$ cat config.mk
export PLATFORM = sky130hd
export DESIGN_NAME = bba_ram
export DESIGN_NICKNAME = d
export VERILOG_FILES = /design/src/sv/buddy_block_allocator_core_assert.svh /design/src/sv/bba_ram.sv
export SDC_FILE = /design/constraint.sdc
export NUM_CORES = 1
export LEC_CHECK = 0
export BUFFER_PORTS_ARGS = -buffer_cell sky130_fd_sc_hd__buf_2
export CORE_MARGIN = 2
export CORE_UTILIZATION = 45
export CTS_BUF_LIST = sky130_fd_sc_hd__clkbuf_4
export DETAILED_ROUTE_END_ITERATION = 10
export SETUP_SLACK_MARGIN = 0.5
export SLEW_MARGIN = 0
export SYNTH_ARGS = -nofsm -noshare
export SYNTH_HDL_FRONTEND = slang
export SYNTH_SLANG_ARGS = --single-unit
export TNS_END_PERCENT = 30
$ cat constraint.sdc
create_clock -name clk_i -period 2.1 [get_ports clk_i]
set_input_delay 0.105 -clock clk_i [delete_from_list [all_inputs] [get_ports clk_i]]
set_output_delay 0.105 -clock clk_i [all_outputs]
set_load 0.01 [all_outputs]
$ cat src/sv/buddy_block_allocator_core_assert.svh
// ----------------------------------------------------------------------------
// Assertion macros for the buddy block allocator core
// Concurrent assertion wrappers, compiled out when SYNTH is defined.
// ----------------------------------------------------------------------------
`ifndef BUDDY_BLOCK_ALLOCATOR_CORE_ASSERT_SVH
`define BUDDY_BLOCK_ALLOCATOR_CORE_ASSERT_SVH

`ifndef SYNTH
// Clocked assertion, masked during reset.
`define BBA_ASSERT(lbl, prop) \
  lbl: assert property (@(posedge clk_i) disable iff (!rst_ni) (prop)) \
    else $error("assertion failed");
// Clocked assertion, checked during reset as well.
`define BBA_ASSERT_ALWAYS(lbl, prop) \
  lbl: assert property (@(posedge clk_i) (prop)) else $error("assertion failed");
`else
`define BBA_ASSERT(lbl, prop)
`define BBA_ASSERT_ALWAYS(lbl, prop)
`endif

`endif

$ cat src/sv/bba_ram.sv
// ----------------------------------------------------------------------------
// Generic RAM
// One write port, one read port with registered read data.
// ----------------------------------------------------------------------------
`timescale 1ns / 1ps
`default_nettype none

module bba_ram #(
  parameter int WIDTH = 8,
  parameter int DEPTH = 16
) (
  input  wire logic                                         clk_i,
  input  wire logic                                         we_i,
  input  wire logic [((DEPTH > 1) ? $clog2(DEPTH) : 1)-1:0] waddr_i,
  input  wire logic [WIDTH-1:0]                             wdata_i,
  input  wire logic                                         re_i,
  input  wire logic [((DEPTH > 1) ? $clog2(DEPTH) : 1)-1:0] raddr_i,
  output logic      [WIDTH-1:0]                             rdata_o
);

  logic [WIDTH-1:0] mem_q [DEPTH];

  always_ff @(posedge clk_i) begin
    if (we_i) begin
      mem_q[waddr_i] <= wdata_i;
    end
    if (re_i) begin
      rdata_o <= mem_q[raddr_i];
    end
  end

endmodule

`default_nettype wire
==> results_dict.tcl <==
set metrics [dict create \
    cpLargestDelayFamily "multiplexers" \
    fin_skew_ns 0.0132 \
    htreeDepth 4 \
    ios 27 \
    wl_per_cell_um 21.9 \
    synth_top_area_share_pct 78.1 \
    die_area_um2 12500 \
    yosysTopAreaCell "edfxtp_1" \
    critPathBufInv 0 \
    min_from "waddr_i[0]" \
    grt_overflow 0 \
    instances_no_fill 446 \
    clockBufferDepth 2 \
    ys_ff_latch 136 \
    dp.cells 408 \
    synth.cell_area_um2 5230 \
    core_area_um2 11400 \
    grt_max_degree 33 \
    powerDensity_nw_per_um2 786 \
    yosysSeqAreaShare_pct 78.1 \
    firstDrtPassIters 4 \
    worst_slew_pin_slew_ns 0.730 \
    p_leak_nw 1.98 \
    post_cts_resized 0 \
    cp_max_fo 1 \
    rr_worst_depth 3 \
    synthTopCellsByArea "edfxtp_1 78%, mux4_2 7.8%, mux4_1 7.0%, a22oi_1 2.3%, nor2_1 0.93%" \
    placed_area_um2 5610 \
    synthSimpleGateAreaFrac_pct 3.14 \
    cp-end-kind "flip-flop" \
    syn_to_final_growth_pct 12.8 \
    synth_top_family_by_area "multiplexers" \
    synth_compound_area_share_pct 2.30 \
    ant_nets 0 \
    postSynthCellCount 229 \
    required_ns 2.36 \
    dp_worst_setup_slack_ns 0.377 \
    worstReg2RegEnd "rdata_o[0]" \
    fin_nets 312 \
    worstPathCellList "mux4_1, a22oi_1, nand2_1" \
    clk_pin_slew_ns 0.10 \
    grt_first_pass_wirelength_um 15200 \
    synth-adder-area-share_pct 0 \
    tritoncts "done" \
    first_iter_violations 116 \
    insertion_delay_ns 0.50 \
    hold_viol 0 \
    routabilityCongestion 0.722 \
    setup_viol 0 \
    muxShareOfSynthArea_pct 14.8 \
    placementRows 39 \
    dieWidth_um 112 \
    hpwlAfterDp_um 6330 \
    hold_depth 3 \
    hold_end "mem_q[12][1]" \
    min_path_type "in -> reg" \
    reg2reg_from "mem_q[1][0]" \
    track_usage_pct 17.0 \
    fin_crit_ns 1.48 \
    syn-num-nets 248 \
    slew_headroom_pct 51.3 \
    cts-root-buf "clkbuf_4" \
    cts_buffers 17 \
    r2r_slack_ns 0.62 \
    postLayoutCellArea_um2 5900 \
    cp_slowest_cell "mux4_1" \
    holdWs_ns 0.157 \
    slowest_delay_ns 0.50 \
    min_period_over_period_pct 70.7 \
    worstSetupPathType "reg -> reg" \
    finalSetupTns_ns 0 \
    seq_area_um2 4080 \
    multi_input_area_um2 1060 \
    route.vias.total 2464 \
    routed_wl_um 9780 \
    synthDistinctLibCells 18 \
    numClockSinks 136 \
    rsz0062_at_grt "no" \
    timing.final.max_slew_violations 0 \
    final.fill_count 906 \
    port_buffers 26 \
    yosysWarnings 0 \
    via_per_inst 5.52 \
    drive_above_1_share_pct 30.5 \
    peakVddDrop_mv 0.293 \
    grt_pass1_vias 2584 \
    maxCapViolCount 0 \
    die_h_um 112 \
    avgSynthCellArea_um2 22.8 \
    antenna_found_initial 1 \
    drcViolationCount 0 \
    worstSetupStartpointType "flip-flop" \
    status "completed" \
    fmax_mhz 674 \
    synth_xor_area_share_pct 0 \
    worst_ep_arrival_time_ns 1.74 \
    initial_utilization_pct 46.0 \
    finalWorstSetupSlack_ns 0.616 \
]
==> routing by layer <==
layer	routed length [um]	GRT usage [%]	part of all wire (%)	up-vias
li1	-	-	-	1111
met1	4380	22.8	45	1290
met2	4940	27.2	51	52
met3	340	4.74	3.5	11
met4	125	5.93	1.3	0
met5	0	0	0	-
==> through the flow <==
stage | util, % | total power, mW
final | 51.9 | 4.64
after floorplan | - | 3.29
after global routing | 51.9 | 4.82
after CTS | 51.8 | 4.69
after detailed placement | 49.4 | 3.42
after global placement | 49.4 | 3.41
==> tightest hold or removal path, cell delays in order <==
cell	delay (ns)
buf_2	0.13
nor3_1	0.06
buf_4	0.18
==> where the power goes <==
| group | internal (mW) | switching [mW] |
|---|---|---|
| logic | 0.129 | 0.160 |
| registers | 3.05 | 0.0174 |
| clock network | 0.479 | 0.798 |
==> cell usage in the layout, fill, tap and decap left out, drive strengths merged <==
master and count:
clkinv 7, nor2 13, nor3 4, nand2b 2, mux4 32, nand3 1, and2b 1, diode 1
edfxtp 136, clkbuf 21, nand2 9, nor2b 1, a22oi 16, buf 46, and2 1, nand3b 2
or3b 1, dlygate4sd3 9
==> cells by family (layout without fill, tap and decap cells) <==
| group | count (synthesis) | in the layout |
|---|---|---|
| flip-flops | 136 | 136 |
| AND/OR/NAND/NOR | 35 | 35 |
| multiplexers | 32 | 32 |
| AO/OA/AOI/OAI | 16 | 16 |
| buffers and inverters | 10 | 83 |
| other | 0 | 1 |
==> how the worst max path moves through the flow <==
stage / from / depth (start not counted) / to
after global routing: mem_q[1][2] / 3 / rdata_o[2]
after detailed placement: raddr_i[0] / 5 / rdata_o[7]
final: mem_q[1][0] / 3 / rdata_o[0]
after floorplan: waddr_i[2] / 2 / mem_q[0][0]
after global placement: raddr_i[0] / 5 / rdata_o[7]
after CTS: mem_q[1][2] / 3 / rdata_o[2]
==> cell usage after synthesis <==
library cell	count
and2_1	1
buf_4	1
nand3b_1	2
nand3_1	1
and2b_1	1
or3b_2	1
clkdlybuf4s25_2	3
buf_2	3
nor3_1	4
mux4_1	14
edfxtp_1	136
nor2_1	13
mux4_2	18
buf_6	3
nor2b_1	1
nand2b_1	2
a22oi_1	16
nand2_1	9
==> registers in the layout, indices dropped and copies added, names as in the netlist <==
| signal | count |
|---|---|
| mem_q | 128 |
| rdata_o | 8 |
==> final cells by class <==
class	count	area share, %
Sequential cell	136	69.3
Multi-Input combinational cell	83	17.9
Timing Repair Buffer	55	6.49
Tap cell	143	3.03
Clock buffer	21	2.67
Clock inverter	7	0.573
Antenna cell	1	0.0424
==> timing repair <==
item	4_1_cts	5_1_grt
setup buffers	0	0
hold buffers	9	0
hold endpoints to repair	136	0
No activity file was read; power rests on OpenSTA's default activity.
